==> src/rtl/core/assert_macros.svh <==
// Assertion macros shared by the RTL of the UTF-8 sanitizer.
// Depends on nothing; the including module supplies clk_i and rst_ni.
`ifndef ASSERT_MACROS_SVH
`define ASSERT_MACROS_SVH

// Check a property on every rising clock edge outside of reset.
`define UTF8S_ASSERT(label, prop, msg) \
  label: assert property (@(posedge clk_i) disable iff (!rst_ni) prop) else $error(msg);

// Check a property on every rising clock edge, reset included.
`define UTF8S_ASSERT_ALWAYS(label, prop, msg) \
  label: assert property (@(posedge clk_i) prop) else $error(msg);

`endif

==> src/rtl/core/utf8s_pkg.sv <==
// Package of the UTF-8 sanitizer: payload structs, job descriptor, byte constants.
// Depends on nothing; used by every module of the block.
`default_nettype none
package utf8s_pkg;

  // Byte range limits of well-formed UTF-8
  localparam logic [7:0] AsciiLimit = 8'h80;
  localparam logic [7:0] Lead2Lo    = 8'hC2;
  localparam logic [7:0] Lead2Hi    = 8'hDF;
  localparam logic [7:0] Lead3Lo    = 8'hE0;
  localparam logic [7:0] Lead3Hi    = 8'hEF;
  localparam logic [7:0] Lead4Lo    = 8'hF0;
  localparam logic [7:0] Lead4Hi    = 8'hF4;
  localparam logic [7:0] ContLo     = 8'h80;
  localparam logic [7:0] ContHi     = 8'hBF;
  localparam logic [7:0] LeadE0     = 8'hE0;
  localparam logic [7:0] LeadED     = 8'hED;
  localparam logic [7:0] LeadF0     = 8'hF0;
  localparam logic [7:0] LeadF4     = 8'hF4;
  localparam logic [7:0] ContLoE0   = 8'hA0;
  localparam logic [7:0] ContHiED   = 8'h9F;
  localparam logic [7:0] ContLoF0   = 8'h90;
  localparam logic [7:0] ContHiF4   = 8'h8F;

  typedef struct packed {
    logic [7:0] in_byte;
    logic       in_last;
  } utf8s_in_t;

  typedef struct packed {
    logic [7:0] out_byte;
    logic       run_last;
    logic       string_end;
  } utf8s_out_t;

  // One classified input byte: held bytes first, then the new byte at src[held_n]
  typedef struct packed {
    logic [3:0][7:0] src;
    logic [1:0]      held_n;
    logic            held_raw;
    logic            has_b;
    logic            b_raw;
    logic            str_end;
  } utf8s_job_t;

  typedef struct packed {
    logic full;
    logic empty;
  } utf8s_qstat_t;

endpackage
`default_nettype wire

==> src/rtl/core/utf8s_front.sv <==
// Front part of the UTF-8 sanitizer: holds a partial sequence, classifies each byte
// and builds a job descriptor. Depends on utf8s_pkg.
`default_nettype none
module utf8s_front (
  input  logic                  clk_i,
  input  logic                  rst_ni,
  input  logic                  in_fire_i,
  input  utf8s_pkg::utf8s_in_t  in_data_i,
  output logic                  push_o,
  output utf8s_pkg::utf8s_job_t job_o
);
  import utf8s_pkg::*;

  function automatic logic [2:0] lead_len(input logic [7:0] b);
    logic [2:0] n;
    n = 3'd0;
    if (b >= Lead2Lo && b <= Lead2Hi) n = 3'd2;
    else if (b >= Lead3Lo && b <= Lead3Hi) n = 3'd3;
    else if (b >= Lead4Lo && b <= Lead4Hi) n = 3'd4;
    return n;
  endfunction

  logic [7:0]      lead_q, lead_d;
  logic [1:0]      cnt_q, cnt_d;
  logic [7:0]      cont_q [2];
  logic [7:0]      b;
  logic            last;
  logic [2:0]      need;
  logic [7:0]      lo, hi;
  logic            fits, complete, store_cont, fresh, hold_new, emit_held;
  logic [1:0]      held_n;
  logic [1:0]      cnt_m1;
  logic            has_b;
  logic [3:0][7:0] src;

  always_comb begin
    b    = in_data_i.in_byte;
    last = in_data_i.in_last;
    need = lead_len(lead_q);
    lo   = ContLo;
    hi   = ContHi;
    if (cnt_q == 2'd1) begin
      if (lead_q == LeadE0) lo = ContLoE0;
      else if (lead_q == LeadED) hi = ContHiED;
      else if (lead_q == LeadF0) lo = ContLoF0;
      else if (lead_q == LeadF4) hi = ContHiF4;
    end
    fits       = (need != 3'd0) && (b >= lo) && (b <= hi) && ({1'b0, cnt_q} < need);
    complete   = fits && (({1'b0, cnt_q} + 3'd1) == need);
    store_cont = (cnt_q != 2'd0) && fits && !complete && !last;
    fresh      = (cnt_q == 2'd0) || !fits;
    hold_new   = fresh && (lead_len(b) != 3'd0) && !last;
    emit_held  = (cnt_q != 2'd0) && !store_cont;
    held_n     = emit_held ? cnt_q : 2'd0;
    has_b      = !store_cont && !hold_new;
    cnt_m1     = cnt_q - 2'd1;

    src    = {8'h00, cont_q[1], cont_q[0], lead_q};
    src[held_n] = b;

    job_o.src      = src;
    job_o.held_n   = held_n;
    job_o.held_raw = complete;
    job_o.has_b    = has_b;
    job_o.b_raw    = complete || (b < AsciiLimit);
    job_o.str_end  = last;

    push_o = in_fire_i && ((held_n != 2'd0) || has_b);

    lead_d = lead_q;
    cnt_d  = cnt_q;
    if (in_fire_i) begin
      if (store_cont) begin
        cnt_d = cnt_q + 2'd1;
      end else if (hold_new) begin
        lead_d = b;
        cnt_d  = 2'd1;
      end else begin
        cnt_d = 2'd0;
      end
    end
  end

  always_ff @(posedge clk_i or negedge rst_ni) begin
    if (!rst_ni) begin
      lead_q <= '0;
      cnt_q  <= '0;
    end else begin
      lead_q <= lead_d;
      cnt_q  <= cnt_d;
    end
  end

  // Continuation store: no reset, every entry is written before it is read
  always_ff @(posedge clk_i) begin
    if (in_fire_i && store_cont) begin
      cont_q[cnt_m1[0]] <= b;
    end
  end

endmodule
`default_nettype wire

==> src/rtl/core/utf8s_queue.sv <==
// Two-entry job queue between front and back of the UTF-8 sanitizer.
// Depends on utf8s_pkg.
`default_nettype none
module utf8s_queue (
  input  logic                    clk_i,
  input  logic                    rst_ni,
  input  logic                    push_i,
  input  utf8s_pkg::utf8s_job_t   push_data_i,
  input  logic                    pop_i,
  output utf8s_pkg::utf8s_job_t   pop_data_o,
  output utf8s_pkg::utf8s_qstat_t stat_o
);
  import utf8s_pkg::*;

  utf8s_job_t mem_q [2];
  logic       wr_ptr_q, wr_ptr_d;
  logic       rd_ptr_q, rd_ptr_d;
  logic [1:0] count_q, count_d;

  always_comb begin
    stat_o.full  = (count_q == 2'd2);
    stat_o.empty = (count_q == 2'd0);
    pop_data_o   = mem_q[rd_ptr_q];
    wr_ptr_d     = push_i ? ~wr_ptr_q : wr_ptr_q;
    rd_ptr_d     = pop_i ? ~rd_ptr_q : rd_ptr_q;
    count_d      = count_q;
    if (push_i && !pop_i) count_d = count_q + 2'd1;
    else if (!push_i && pop_i) count_d = count_q - 2'd1;
  end

  always_ff @(posedge clk_i or negedge rst_ni) begin
    if (!rst_ni) begin
      wr_ptr_q <= 1'b0;
      rd_ptr_q <= 1'b0;
      count_q  <= '0;
    end else begin
      wr_ptr_q <= wr_ptr_d;
      rd_ptr_q <= rd_ptr_d;
      count_q  <= count_d;
    end
  end

  always_ff @(posedge clk_i) begin
    if (push_i) begin
      mem_q[wr_ptr_q] <= push_data_i;
    end
  end

endmodule
`default_nettype wire

==> src/rtl/core/utf8s_back.sv <==
// Back part of the UTF-8 sanitizer: expands one job into output bytes, one per cycle
// while out_ready_i is high. Depends on utf8s_pkg.
`default_nettype none
module utf8s_back (
  input  logic                    clk_i,
  input  logic                    rst_ni,
  input  utf8s_pkg::utf8s_job_t   job_i,
  input  utf8s_pkg::utf8s_qstat_t qstat_i,
  output logic                    pop_o,
  output logic                    out_valid_o,
  input  logic                    out_ready_i,
  output utf8s_pkg::utf8s_out_t   out_data_o
);
  import utf8s_pkg::*;

  utf8s_job_t cur_q, cur_d;
  logic       cur_valid_q, cur_valid_d;
  logic [1:0] idx_q, idx_d;
  logic       half_q, half_d;
  logic [7:0] sel;
  logic       raw, last_unit, last_byte, fire, load;

  always_comb begin
    sel       = cur_q.src[idx_q];
    raw       = (idx_q < cur_q.held_n) ? cur_q.held_raw : cur_q.b_raw;
    last_unit = cur_q.has_b ? (idx_q == cur_q.held_n) : (idx_q == (cur_q.held_n - 2'd1));
    last_byte = last_unit && (raw || half_q);

    out_valid_o = cur_valid_q;
    if (raw) out_data_o.out_byte = sel;
    else if (half_q) out_data_o.out_byte = {2'b10, sel[5:0]};
    else out_data_o.out_byte = {6'b110000, sel[7:6]};
    out_data_o.run_last   = last_byte;
    out_data_o.string_end = last_byte && cur_q.str_end;

    fire = cur_valid_q && out_ready_i;
    load = !cur_valid_q || (fire && last_byte);
    pop_o = load && !qstat_i.empty;

    cur_d       = cur_q;
    cur_valid_d = cur_valid_q;
    idx_d       = idx_q;
    half_d      = half_q;
    if (load) begin
      cur_d       = job_i;
      cur_valid_d = !qstat_i.empty;
      idx_d       = 2'd0;
      half_d      = 1'b0;
    end else if (fire) begin
      // Advance to the next unit after a raw byte or a second Latin-1 byte
      if (raw || half_q) begin
        idx_d  = idx_q + 2'd1;
        half_d = 1'b0;
      end else begin
        half_d = 1'b1;
      end
    end
  end

  always_ff @(posedge clk_i or negedge rst_ni) begin
    if (!rst_ni) begin
      cur_valid_q <= 1'b0;
      idx_q       <= '0;
      half_q      <= 1'b0;
    end else begin
      cur_valid_q <= cur_valid_d;
      idx_q       <= idx_d;
      half_q      <= half_d;
    end
  end

  always_ff @(posedge clk_i) begin
    cur_q <= cur_d;
  end

endmodule
`default_nettype wire

==> src/rtl/core/utf8_sanitize_latin1_fallback.sv <==
// Top level of the UTF-8 sanitizer with Latin-1 fallback: front, job queue, back.
// Depends on utf8s_pkg, utf8s_front, utf8s_queue, utf8s_back and assert_macros.svh.
//
//   channel | direction | handshake               | payload
//   --------+-----------+-------------------------+---------------------------
//   in      | input     | in_valid_i / in_ready_o | in_data_i  (utf8s_in_t)
//   out     | output    | out_valid_o/out_ready_i | out_data_o (utf8s_out_t)
//
// The front classifies one byte per cycle and takes a transaction whenever the
// two-entry job queue has room. The back sends one output byte per cycle while
// out_ready_i is high; an input byte yields one output byte for ASCII and up to 8
// when a held sequence falls back to Latin-1, and the back keeps its job until the
// last of them is sent. Plain ASCII runs at one byte per cycle while out_ready_i
// is high. Reset clears the held count, the queue and the back; there is no
// clearing pass. A stalled output fills the queue and then drops in_ready_o.
`default_nettype none
`include "assert_macros.svh"
module utf8_sanitize_latin1_fallback (
  input  logic                  clk_i,
  input  logic                  rst_ni,
  input  logic                  in_valid_i,
  output logic                  in_ready_o,
  input  utf8s_pkg::utf8s_in_t  in_data_i,
  output logic                  out_valid_o,
  input  logic                  out_ready_i,
  output utf8s_pkg::utf8s_out_t out_data_o
);
  import utf8s_pkg::*;

  logic         in_fire;
  logic         q_push;
  logic         q_pop;
  utf8s_job_t   f_job;
  utf8s_job_t   q_job;
  utf8s_qstat_t q_stat;

  // Accept a transaction whenever the queue can take a job
  assign in_ready_o = !q_stat.full;
  assign in_fire    = in_valid_i && in_ready_o;

  utf8s_front u_front (
    .clk_i     (clk_i),
    .rst_ni    (rst_ni),
    .in_fire_i (in_fire),
    .in_data_i (in_data_i),
    .push_o    (q_push),
    .job_o     (f_job)
  );

  utf8s_queue u_queue (
    .clk_i       (clk_i),
    .rst_ni      (rst_ni),
    .push_i      (q_push),
    .push_data_i (f_job),
    .pop_i       (q_pop),
    .pop_data_o  (q_job),
    .stat_o      (q_stat)
  );

  utf8s_back u_back (
    .clk_i       (clk_i),
    .rst_ni      (rst_ni),
    .job_i       (q_job),
    .qstat_i     (q_stat),
    .pop_o       (q_pop),
    .out_valid_o (out_valid_o),
    .out_ready_i (out_ready_i),
    .out_data_o  (out_data_o)
  );

  // Never push into a full queue nor pop an empty one
  `UTF8S_ASSERT(a_no_overflow, !(q_push && q_stat.full), "job queue overflow")
  `UTF8S_ASSERT(a_no_underflow, !(q_pop && q_stat.empty), "job queue underflow")
  // The final byte of a string always leaves a job behind
  `UTF8S_ASSERT(a_last_pushes, (in_fire && in_data_i.in_last) |-> q_push, "string end lost")
  // End of string only on the final byte of a run
  `UTF8S_ASSERT(a_end_on_run, (out_valid_o && out_data_o.string_end) |-> out_data_o.run_last,
                "string_end without run_last")

endmodule
`default_nettype wire
==> config.mk <==
export PLATFORM = sky130hd
export DESIGN_NAME = utf8_sanitize_latin1_fallback
export DESIGN_NICKNAME = d
export VERILOG_FILES = /design/src/rtl/core/utf8s_pkg.sv /design/src/rtl/core/utf8s_front.sv /design/src/rtl/core/utf8s_queue.sv /design/src/rtl/core/utf8s_back.sv /design/src/rtl/core/utf8_sanitize_latin1_fallback.sv
export VERILOG_INCLUDE_DIRS = /design/src /design/src/rtl/core
export SDC_FILE = /design/constraint.sdc
export NUM_CORES = 1
export LEC_CHECK = 0
export ABC_AREA = 1
export BUFFER_PORTS_ARGS = -buffer_cell sky130_fd_sc_hd__buf_4
export CORE_MARGIN = 2
export CORE_UTILIZATION = 61
export DETAILED_ROUTE_END_ITERATION = 6
export HOLD_SLACK_MARGIN = 0.12
export PLACE_DENSITY = 0.87
export SETUP_SLACK_MARGIN = 0.2
export SLEW_MARGIN = 20
export SYNTH_ARGS = -nofsm -noshare
export SYNTH_HDL_FRONTEND = slang
export SYNTH_SLANG_ARGS = --single-unit
==> constraint.sdc <==
create_clock -name clk_i -period 4.79 [get_ports clk_i]
set_input_delay 0.958 -clock clk_i [delete_from_list [all_inputs] [get_ports clk_i]]
set_output_delay 0.958 -clock clk_i [all_outputs]
set_load 0.05 [all_outputs]
**Word-level counts from Yosys, hierarchy flattened**

Memories as Yosys holds them, arrays and structs flattened. A register that Yosys moved wholly into a read port is not among the register bits.
Cells that the tools add are included.

- $mul: 0
- Shifts and indexed selects: 0
- Divide/modulo/power cells: 0
- Mux-type cells: 39
- Reduce and logical (&&, ||, !) cells: 54
- $add $sub $neg: 7
- Eq/ne operators: 9
- Order comparisons: 20
- Bitwise operators: 3

Operators by type and width:

| kind | count |
|---|---|
| $mux 8 | 10 |
| $ge 8x8->1 const B | 6 |
| $le 8x8->1 const B | 6 |
| $bwmux 32 | 1 |
| $eq 8x8->1 const B | 4 |
| $logic_and 1x1->1 | 28 |
| $mux 3 | 6 |
| $bmux 8 s2 | 1 |
| $demux 8 s2 | 1 |
| $mux 2 | 7 |
| $logic_not 1->1 | 10 |
| $mux 1 | 10 |
| $reduce_bool 2->1 | 5 |
| $ge 8x8->1 | 1 |
| $le 8x8->1 | 1 |
| $lt 8x8->1 const B | 1 |
| $mux 7 | 1 |
| $add 2x1->2 const B | 3 |
| $lt 2x3->1 const B | 2 |
| $mux 6 | 1 |
| $reduce_bool 3->1 | 2 |
| $logic_or 1x1->1 | 5 |
| $mux 5 | 1 |
| $eq 2x2->1 | 2 |
| 13 further kinds | 17 |

- Bits in latches: 0
- Memories: 2
- Output and inout port bits: 12
- Register bits after elaboration: 18
- Bits in writable memories: 92
- Bits of input ports: 13
- Memory bits (read-only): 0

Memory list:

| memory | depth | bits a word | read ports | clocked after Yosys merged registers in | write ports | line | text |
|---|---|---|---|---|---|---|---|
| u_queue.mem_q | 2 | 38 | 1 | 1 | 1 | utf8s_queue.sv:15 | `utf8s_job_t mem_q [2];` |
| u_front.cont_q | 2 | 8 | 2 | 0 | 1 | utf8s_front.sv:25 | `logic [7:0] cont_q [2];` |

**Logic depth before layout (Yosys ltp)**

Gate-level depths: netlist of run 1.

- Depth in word-level cells: 23
- Mapped depth: 21
- Gate-level depth less buffers: 21

**Cells and area by module**

A second synthesis of run 1 with hierarchy kept.

- Cell total of the unflattened synthesis: 562
- Area total of the unflattened synthesis: 6,817.8 µm²

By module, submodules not included:

| module | seq. area each (µm²) | cells each | area an instance (µm²) | times used |
|---|---|---|---|---|
| utf8s_queue | 2,382.3 | 143 | 2,995.4 | 1 |
| utf8s_front | 730.7 | 262 | 2,000.7 | 1 |
| utf8s_back | 1,241.2 | 154 | 1,808.0 | 1 |
| utf8_sanitize_latin1_fallback | 0.0 | 3 | 13.8 | 1 |

**Least setup slack after synthesis of run 1**

Ideal clock, no wire load.

- Path type: input to register
- From: in in_data_i[5] (netlist bit)
- To: mem u_queue.mem_q[1][0] (netlist bit), enable pin
- Path slack: 0.641 ns
- Data arrival time: 3.716 ns
- Buffers on the path: 0
- Required time: 4.357 ns
- Stages: 13
- Library setup time: 0.433 ns
- Cell sequence: inv_1 -> ha_1 -> nand3_1 -> nand2_1 -> nand2_1 -> nand2_1 -> nand3_2 -> nor2_4 -> nand2_4 -> o211ai_2 -> nand2_1 -> nand2_1 -> nor2_1

- Word-level cells in the longest chain between the ends: 16
- Elaborated cells on any way between the ends: 37
- Those cells by class: 8 x order compare; 6 x mux; 23 x reduce/logical

RTL lines:

| item | line | text |
|---|---|---|
| from (decl) | utf8_sanitize_latin1_fallback.sv:23 | `input utf8s_pkg::utf8s_in_t in_data_i,` |
| $ge 8x8->1 | utf8s_front.sv:48 | `fits = (need != 3'd0) && (b >= lo) && (b <= hi) && ({1'b0, cnt_q} < need);` |
| $logic_and 1x1->1 (3 in a row) | utf8s_front.sv:48 |  |
| $logic_and 1x1->1 | utf8s_front.sv:49 | `complete = fits && (({1'b0, cnt_q} + 3'd1) == need);` |
| $logic_not 1->1 | utf8s_front.sv:50 | `store_cont = (cnt_q != 2'd0) && fits && !complete && !last;` |
| $logic_and 1x1->1 (2 in a row) | utf8s_front.sv:50 |  |
| $logic_not 1->1 | utf8s_front.sv:53, utf8s_front.sv:55 |  |
| $logic_and 1x1->1 | utf8s_front.sv:53 | `emit_held = (cnt_q != 2'd0) && !store_cont;` |
| $mux 2 | utf8s_front.sv:54 | `held_n = emit_held ? cnt_q : 2'd0;` |
| $reduce_bool 2->1 | utf8s_front.sv:68 | `push_o = in_fire_i && ((held_n != 2'd0) \|\| has_b);` |
| $logic_or 1x1->1 (*) | utf8s_front.sv:68 |  |
| $logic_and 1x1->1 (*) | utf8s_front.sv:68 |  |
| $mux 1 (*) | utf8s_queue.sv:44 | `if (push_i) begin` |
| $mux 1 (not written as such) (*) | utf8s_queue.sv:45 | `mem_q[wr_ptr_q] <= push_data_i;` |
| to (decl) | utf8s_queue.sv:15 |  |

Mark *: on every way between the ends. The rest lies on a longest branch, timed or not.

==> results of run 1 <==
## critical path, stage by stage, from the launching register on
cell and delay (ps):
dfrtp_1 630, clkinv_1 510, ha_1 390, o21bai_1 180, nand2_1 60, o21ai_0 160, nor2_2 120, inv_1 160
nand2_1 190, nor2_1 140, buf_4 210
## registers in the layout (all words and copies together) (netlist names)
name / flops
u_back.out_valid_o: 1
u_back.cur_q: 38
u_front.lead_q: 8
u_queue.count_q: 2
u_queue.mem_q: 76
u_back.half_q: 1
u_queue.wr_ptr_q: 1
u_front.cnt_q: 2
u_front.cont_q: 16
u_back.idx_q: 2
u_queue.rd_ptr_q: 1
## power by group
group | switching, mW | total [mW] | internal [mW]
registers | 0.175 | 2.08 | 1.91
logic | 1.25 | 1.72 | 0.475
clock network | 0.490 | 1.24 | 0.749
## layer usage
layer  share of wire [%]  up-vias  wire length (um)
met4                 2.9        0               360
met2                  50      207              6270
met5                   0        -                 0
li1                    -     1996                 -
met1                  40     1958              5060
met3                 7.1       37               900
## placed cells by master, fill, tap and decap left out, drive strengths merged
cell type / synthesis / final
clkinvlp: 0 / 4
a32o: 2 / 2
clkbuf: 13 / 18
ha: 12 / 12
a21o: 1 / 1
nor2: 45 / 45
a211oi: 1 / 1
xor2: 3 / 3
o22ai: 7 / 7
o21bai: 1 / 1
nor4: 1 / 1
nand2: 202 / 202
o211ai: 1 / 1
nand4: 5 / 5
clkinv: 1 / 8
o21ai: 52 / 52
a21oi: 8 / 8
nor3: 2 / 2
dfrtp: 18 / 18
nand3b: 2 / 2
inv: 54 / 55
xnor2: 3 / 3
or2: 1 / 1
nand3: 7 / 7
bufinv: 0 / 2
edfxtp: 130 / 130
buf: 5 / 28
## area by class of cell
class | instances | area (sq um)
clock buffers | 18 | 428
flip-flops and latches | 148 | 4350
repair buffers | 28 | 210
multi-input cells | 356 | 1810
clock inverters | 14 | 136
inverters | 55 | 206
fillers | 674 | 2970
well taps | 136 | 170
## logic make-up after synthesis
family                     synth area share (%)
and+or+nand+nor                            17.4
DFF                                        67.6
AOI/OAI and AO/OA                          7.25
buffers and inverters                      4.57
adders and majority gates                  2.33
xor gates and xnor gates                  0.816
## worst max-delay path by stage
| stage | from | to | slack [ps] | cells after the start |
|---|---|---|---|---|
| after detailed placement | u_back.idx_q[0]$_DFFE_PN0P_ | out_data_o[0] | 1150 | 10 |
| final | u_back.idx_q[0]$_DFFE_PN0P_ | out_data_o[0] | 540 | 10 |
| after CTS | u_back.idx_q[0]$_DFFE_PN0P_ | out_data_o[0] | 580 | 10 |
| after global routing | u_back.idx_q[0]$_DFFE_PN0P_ | out_data_o[1] | 210 | 9 |
| after global placement | u_back.idx_q[0]$_DFFE_PN0P_ | out_data_o[0] | 1370 | 10 |
| after floorplan | in_data_i[5] | u_queue.mem_q[1][0]$_DFFE_PP_ | 640 | 13 |
## metrics by stage
| stage | instances | hold slack, ps |
|---|---|---|
| finish | 755 | 286 |
| global route | 755 | 291 |
| CTS | 755 | 273 |
| global placement | 723 | 459 |
| floorplan | 577 | 442 |
| detailed placement | 723 | 463 |
==> results by group, run 1 <==
Status
  • Outcome: completed

Worst setup path
  • Reg2reg setup slack: 1210 ps
  • Startpoint types: register
  • Worst Path Max Fanout: 19
  • Endpoint type of the worst setup path: primary output
  • FF-to-FF End: u_queue.count_q[1]$_DFFE_PN0P_
  • R2r worst-path depth: 14
  • Crit path kind: register to primary output
  • Reg-to-Reg Start: u_back.idx_q[0]$_DFFE_PN0P_
  • CP arrival: approximately 3300 ps
  • Critical path data required time: ~3800 ps

Yosys
  • Mapped Cells: between 500 and 600
  • Netlist Area Pre-Place: 6440 sq um
  • Post-synth top area cell: edfxtp_1
  • Synth Flop Type: edfxtp_1
  • Post-synthesis area per instance: 11.2 sq um
  • Register area share after synthesis: between 60 and 70%
  • Number of synthesized flops with an enable pin: 130
  • FFs w/ async S/R, synth: between 10% and 20%
  • Syn nets: around 600
  • Synth area leaders: edfxtp_1, nand2_1, dfrtp_1
  • Top-count cell post-synth: nand2_1
  • Register bit count reported by yosys: roughly 150
  • Commonest cells post-synth: nand2_1, edfxtp_1, inv_1
  • Synth top area share: just over 60%
  • Synth cell types: 36
  • Ys Warns: 0

Job
  • Max cap viols: 0

STA
  • Final period util: approximately nine tenths
  • RSZ-0062 raised after global routing: false
  • Slew @ Worst Pin: 765 ps
  • Clk_skew: ~16 ps
  • TNS Setup: 0 ps
  • Minimum clock period: 4250 ps
  • Maximum clock rate: between 200 and 250 MHz
  • Max Transition Viols Final: 0
  • Relative max-transition margin: 48.8%
  • Final hold violation count: 0
  • Endpoints failing setup: 0
  • Worst setup margin: 544 ps

Layout
  • Number of nets in the layout: roughly 630
  • Final Util: between 70% and 80%
  • Layout cells sized above 1: roughly 16%
  • Antenna diodes: 0
  • Post-route cell area: between 7000 and 8000 sq um
  • Area Overhead vs Synth: 13.5%

Clock tree
  • CTS Root Cell: clkbuf_8
  • CTS Hold Buffers Added: 0
  • H-Tree Depth: 4
  • CTS Sinks: 148
  • Worst-Skew Late Latency: 530 ps
  • Clock Path Buffers: 2
  • Post-CTS sizing: 0
  • Postcts setup bufs: 0
  • CTS Buf Count: 17
  • Reg clk slew, reported paths: about 70 ps
  • CTS tree: built

Global route
  • GRT met3 Usage: roughly 6.4%
  • GRT Util Overall: 24.1%
  • Vias in the first global route: approximately 4000
  • Total global routing overflow: 0
  • Met2 GRT Util: a little under two fifths
  • Largest net degree at the start of global routing: 40
  • Grt peak-use layer: met2
  • Met1 track demand over resource: between 30% and 40%
  • First-pass GRT wire length: ~20000 um
  • Initial antenna violation count: 0

Power
  • Pleak: ~3 nW
  • Peak VDD IR: ~0.55 mV
  • PD cells: 690 nW/um^2
  • Pwr Total: ~5.0 mW

Placement
  • GPL Wtd Cong: roughly 0.97
  • Placement Setup Slack: ~1100 ps
  • Post-DP HPWL: 8590 um
  • DP Area: ~6700 sq um
  • # port buffers: 24

Detailed routing
  • TritonRoute pass-1 iters: 7
  • Starting DRT DRC Count: between 400 and 500
  • Post-route DRC violation count: 0
  • WL final: about 13000 um
  • Post-route ant nets: 0
  • Post-DR wirelength/cell: approximately 17 um
  • Total number of vias: 4198
  • Vias/cell: approximately 5.6

Floorplanning
  • Core area: 10300 sq um
  • Number of I/O pins: 25
  • Die Ht: 107 um
  • Initial core utilization: a little over three fifths
  • Core Rows: 37
  • Die Width: between 100 and 150 um
  • Die area: ~11000 sq um

Worst hold path
  • Hold/Removal Path Class: input pin to asynchronous set/reset pin
Note: power is estimated with default switching activity, not from simulation.
==> inputs of run 2 (changes only) <==
BUFFER_PORTS_ARGS = default   (was -buffer_cell sky130_fd_sc_hd__buf_4)
CORE_UTILIZATION = 63   (was 61)
DONT_BUFFER_PORTS = 1   (was default)
==> run 2 against run 1 <==
Clock power about the same. Sequential cell count did not move. Highest routed layer unchanged. Clock skew shrank 3.1 ps. Final cell count shrank 3.3%. Power is 2.8% lower. Critical path type unchanged. Worst setup slack improved by 17 ps. Die area decreased by 3.1%. Non-clock buffer count decreased by 22. Worst hold slack better by 220 ps. Combinational power is 9.9% lower.
==> results by group, run 2 (synthesized netlist as in run 1, its figures left out) <==
Placement
  • Post-DP HPWL: about 8400 um
  • GPL Wtd Cong: 0.928
  • # port buffers: 0

STA
  • Slew @ Worst Pin: 951 ps
  • Maximum clock rate: 236 MHz
  • Final hold violation count: 0
  • RSZ-0062 raised after global routing: false
  • Clk_skew: 12.6 ps
  • Endpoints failing setup: 0
  • Relative max-transition margin: between 30% and 40%
  • Max Transition Viols Final: 0
  • Minimum clock period: 4230 ps
  • TNS Setup: 0 ps
  • Final period util: between 80% and 90%

Power
  • Peak VDD IR: 0.433 mV
  • PD cells: 685 nW/um^2
  • Pleak: between 2 and 3 nW

Floorplanning
  • Number of I/O pins: 25
  • Initial core utilization: 65.3%
  • Core Rows: 36
  • Die Ht: ~110 um
  • Core area: about 10000 sq um
  • Die area: roughly 11000 sq um
  • Die Width: roughly 110 um

Detailed routing
  • Starting DRT DRC Count: 320
  • Total number of vias: roughly 4000
  • Post-route DRC violation count: 0
  • Post-route ant nets: 0
  • TritonRoute pass-1 iters: 5
  • WL final: around 13000 um
  • Vias/cell: about 5.6
  • Post-DR wirelength/cell: 17.2 um

Clock tree
  • Clock Path Buffers: 2
  • Worst-Skew Late Latency: 530 ps
  • Postcts setup bufs: 0
  • CTS Buf Count: 17
  • CTS tree: built
  • Reg clk slew, reported paths: approximately 60 ps
  • CTS Sinks: 148
  • CTS Root Cell: clkbuf_8
  • H-Tree Depth: 4

Worst setup path
  • CP delay by family, top: compound AO/OA/AOI/OAI gates
  • Startpoint types: register
  • Max stage delay cell, worst path: o21ai_1
  • Endpoint type of the worst setup path: primary output
  • Crit path depth: 7
  • Critical path data required time: ~3800 ps
  • R2r worst-path depth: 18
  • Crit path kind: register to primary output
  • CP arrival: around 3300 ps
  • Crit path buf inv count: 2
  • Worst Path Max Fanout: 19
  • Critical-path cell list: clkinv_1 > ha_1 > o21bai_1 > nand2_1 > o21ai_0 > inv_1 > o21ai_1
  • Worst stage delay on the critical path: 760 ps

Layout
  • Area Overhead vs Synth: 11.1%
  • Multi-input logic area: 1810 sq um
  • Sequential cell area: ~4400 sq um
  • Most frequent cells in the layout: nand2_1, edfxtp_1, inv_1, nor2_1, o21ai_0
  • Top reg by flops: u_queue.mem_q
  • Final Util: just over 70%
  • Number of nets in the layout: slightly above 600
  • Layout fillers: between 600 and 700
  • Antenna diodes: 0
  • Max FFs per register: 76
  • Most common cell after layout, fill and taps aside: nand2_1
  • Layout cells sized above 1: about an eighth

Status
  • Outcome: completed

Worst hold path
  • Hold/Removal Path Class: register to register
  • Worst Hold Depth: 2

Global route
  • Initial antenna violation count: 0
  • Largest net degree at the start of global routing: ~40
  • Vias in the first global route: 4112
  • First-pass GRT wire length: slightly above 20000 um
  • Total global routing overflow: 0
  • GRT Util Overall: about a quarter

Job
  • Max cap viols: 0
-- run 2: cell count changes in the layout (fill, tap and decap cells not counted), sizes merged --
| cell | delta |
|---|---|
| inv | +3 |
| clkinvlp | -2 |
| dlygate4sd3 | +1 |
| buf | -23 |
| clkinv | -1 |
-- run 2: metrics by stage --
step / power, mW / hold WS (ps) / setup slack (ps) / std cells / instance area [sq um]
after global routing: 5.16 / 494 / 216 / 730 / 7150
after floorplan: 3.30 / 442 / 641 / 577 / 6440
after CTS: 4.92 / 499 / 563 / 730 / 7150
final: 4.90 / 510 / 561 / 730 / 7150
after detailed placement: 3.65 / 479 / 1130 / 697 / 6570
after global placement: 3.57 / 457 / 1200 / 697 / 6570
-- run 2: metal layers --
metal	up-vias	track usage (%)	part of all wire (%)
li1	1950	-	-
met1	1925	31.3	41
met2	189	39.8	50
met3	24	7.67	7.1
met4	0	10.4	2.3
met5	-	0	0
-- run 2: repair_timing --
| item | in CTS | in global routing |
|---|---|---|
| endpoints found under the hold margin | 18 | 0 |
| gates resized for setup | 0 | 0 |
| hold buffers | 1 | 0 |
-- run 2: path summary, 6_finish.rpt --
check	start	slack, ps	to
min reg2reg	u_queue.wr_ptr_q$_DFFE_PN0P_	510	u_queue.wr_ptr_q$_DFFE_PN0P_
max	u_back.idx_q[0]$_DFFE_PN0P_	560	out_data_o[8]
min	u_queue.wr_ptr_q$_DFFE_PN0P_	510	u_queue.wr_ptr_q$_DFFE_PN0P_
min in group asynchronous	rst_ni	1000	u_front.lead_q[1]$_DFFE_PN0P_
max in group asynchronous	rst_ni	3240	u_back.idx_q[0]$_DFFE_PN0P_
max reg2reg	u_front.cnt_q[1]$_DFFE_PN0P_	1080	u_queue.count_q[1]$_DFFE_PN0P_
-- run 2: area by class of cell --
class                      instances  share of cell area, %
sequential                       148                   60.9
timing repair buffer               6                  0.665
clock inverter                    14                   2.15
tap                              133                   2.33
multi-input combinational        356                   25.3
clock buffer                      18                   5.84
inverter                          55                   2.89
-- run 2: power breakdown --
part / total [mW] / internal, mW / switching, mW / leakage [nW]
registers: 2.09 / 1.91 / 0.186 / 1.43
clock network: 1.26 / 0.747 / 0.514 / 0.274
logic: 1.55 / 0.351 / 1.20 / 1.25
-- run 2: worst register-to-register path: stages, from the launching register on --
cell and delay (ps):
dfrtp_1 430, inv_1 250, ha_1 240, inv_1 70, a21oi_1 140, ha_1 280, a21o_1 190, a21oi_1 250
nand3_2 160, nor2_4 150, nand2_4 90, o211ai_2 230, nand2_1 150, nand2_1 190, inv_1 70, ha_1 320
a21oi_1 110, o21ai_0 120, xnor2_1 150
==> inputs of run 3 (changes only) <==
CORE_UTILIZATION = 57   (was 63)
PLACE_DENSITY = 0.83   (was 0.87)
clock period = 3.45 ns   (was 4.79 ns; I/O delays follow)
==> run 3 against run 2 <==
Clock skew shrank 5.4 ps. Critical path depth rose by 12. Sequential cell count stayed put. Sequential power increased by 37%. Largest power group unchanged.
==> results by group, run 3 (synthesized netlist as in run 1, its figures left out) <==
Detailed routing
  • Post-route DRC violation count: 0
  • Vias/cell: about 5.6
  • Post-route ant nets: 0
  • Post-DR wirelength/cell: between 15 and 20 um
  • WL final: approximately 13000 um
  • TritonRoute pass-1 iters: 5
  • Starting DRT DRC Count: 395
  • Total number of vias: about 4200

Clock tree
  • CTS Root Cell: clkbuf_16
  • CTS tree: built
  • CTS Sinks: around 150
  • Worst-Skew Late Latency: between 400 and 500 ps
  • Clock Path Buffers: 2
  • CTS Buf Count: 17
  • H-Tree Depth: 4
  • Reg clk slew, reported paths: 60 ps

Worst setup path
  • Max stage delay cell, worst path: dfrtp_1
  • Crit path depth: 19
  • CP delay by family, top: simple AND/OR/NAND/NOR gates
  • Crit path kind: register to register
  • Critical-path cell list: inv_2 > nand4_1 > inv_2 > nand4_1 > a21oi_1 > ha_1 > a21o_1 > a21oi_2 > nand3_4 > nor2_4 > nand2_4 > nand2_1 > nand2_2 > nand2_2 > inv_1 > ha_1 > a21oi_1 > o21ai_1 > xnor2_1
  • Worst stage delay on the critical path: approximately 380 ps
  • Critical path data required time: 3740 ps
  • Crit path buf inv count: 3
  • R2r worst-path depth: 19
  • Endpoint type of the worst setup path: register
  • Startpoint types: register
  • Setup crit start: u_front.lead_q[4]$_DFFE_PN0P_
  • Reg2reg setup slack: between 300 and 400 ps
  • Worst Setup EP: u_queue.count_q[1]$_DFFE_PN0P_
  • Worst Path Max Fanout: 4
  • CP arrival: 3390 ps
  • Reg-to-Reg Start: u_front.lead_q[4]$_DFFE_PN0P_
  • FF-to-FF End: u_queue.count_q[1]$_DFFE_PN0P_

Global route
  • Total global routing overflow: 0
  • Initial antenna violation count: 0
  • First-pass GRT wire length: about 20000 um
  • Largest net degree at the start of global routing: 41
  • Vias in the first global route: 4127
  • GRT Util Overall: about a quarter

Layout
  • Number of nets in the layout: approximately 620
  • Post-route insts no fill: ~750
  • Final Util: 67.2%
  • Antenna diodes: 0
  • Top reg by flops: u_queue.mem_q
  • Most frequent cells in the layout: nand2_1, edfxtp_1, inv_1, nor2_1, o21ai_0
  • Max FFs per register: 76
  • Layout cells sized above 1: between 10% and 20%
  • Area Overhead vs Synth: 14.2%
  • Most common cell after layout, fill and taps aside: nand2_1

Placement
  • # port buffers: 0
  • Placed cell count: slightly above 700
  • Placement Setup Slack: 225 ps
  • GPL Wtd Cong: 0.929
  • Post-DP HPWL: slightly above 8000 um

STA
  • Max Transition Viols Final: 0
  • TNS Setup: 0 ps
  • Minimum clock period: about 3100 ps
  • Slew @ Worst Pin: 891 ps
  • Final hold violation count: 0
  • Relative max-transition margin: about two fifths
  • Maximum clock rate: 323 MHz
  • Worst setup margin: ~350 ps
  • RSZ-0062 raised after global routing: false
  • Endpoints failing setup: 0
  • Final period util: about 90%
  • Clk_skew: between 7 and 8 ps

Power
  • Pleak: a little over 3 nW
  • PD cells: roughly 960 nW/um^2
  • Peak VDD IR: around 0.9 mV

Floorplanning
  • Die area: around 12000 sq um
  • Number of I/O pins: 25
  • Die Ht: 110 um
  • Core Rows: 38
  • Core area: 10900 sq um
  • Initial core utilization: about 60%
  • Die Width: 110 um

Status
  • Outcome: completed

Job
  • Max cap viols: 0

Worst hold path
  • Hold/Removal Path Class: input pin to register
==> run 3: changes by cell type in the layout (fill, tap and decap cells not counted), sizes merged <==
| cell | change |
|---|---|
| buf | +14 |
| bufinv | +1 |
| clkbuf | -1 |
| clkinv | +2 |
| inv | -2 |
==> run 3: metal layers <==
layer | vias up | wire (um) | GRT usage (%)
met5 | - | 0 | 0
met4 | 0 | 256 | 8.84
met3 | 26 | 1010 | 8.11
met2 | 193 | 6390 | 37.9
met1 | 1986 | 5190 | 29.0
li1 | 1982 | - | -
==> run 3: area by class of cell <==
type | instances | area (sq um)
Clock inverter | 15 | 163
Tap cell | 140 | 175
Sequential cell | 148 | 4360
Multi-Input combinational cell | 356 | 1840
Fill cell | 730 | 3580
Inverter | 55 | 214
Timing Repair Buffer | 20 | 178
Clock buffer | 17 | 425
==> run 3: worst min-delay path by stage <==
stage                       startpoint                              to  slack, ps  depth (start not counted)
after floorplan                 rst_ni       u_back.half_q$_DFFE_PN0P_        390                          0
after global placement          rst_ni    u_queue.wr_ptr_q$_DFFE_PN0P_        400                          0
after detailed placement        rst_ni    u_queue.wr_ptr_q$_DFFE_PN0P_        400                          0
after CTS                 in_data_i[0]   u_queue.mem_q[0][0]$_DFFE_PP_        350                          0
after global routing      in_data_i[2]  u_front.cont_q[0][1]$_DFFE_PP_        340                          0
final                     in_data_i[2]  u_front.cont_q[0][1]$_DFFE_PP_        370                          0
==> run 3: power breakdown <==
part | switching, mW | total [mW] | internal (mW)
combinational | 1.77 | 2.37 | 0.599
clock | 0.692 | 1.82 | 1.13
sequential | 0.213 | 2.86 | 2.64
==> run 3: stage by stage <==
stage	instance area, sq um	power (mW)	hold WS [ps]
6_report	7350	7.04	369
5_1_grt	7350	7.43	342
4_1_cts	7270	7.01	348
3_5_place_dp	6670	5.15	395
3_3_place_gp	6670	5.05	395
2_1_floorplan	6470	4.63	394
==> run 3: repair_timing <==
item,CTS,global route
hold buffers,1,0
endpoints found under the setup margin,1,1
pin swaps,0,4
hold endpoints to repair,18,0
gates resized for setup,1,12
setup buffers,0,7
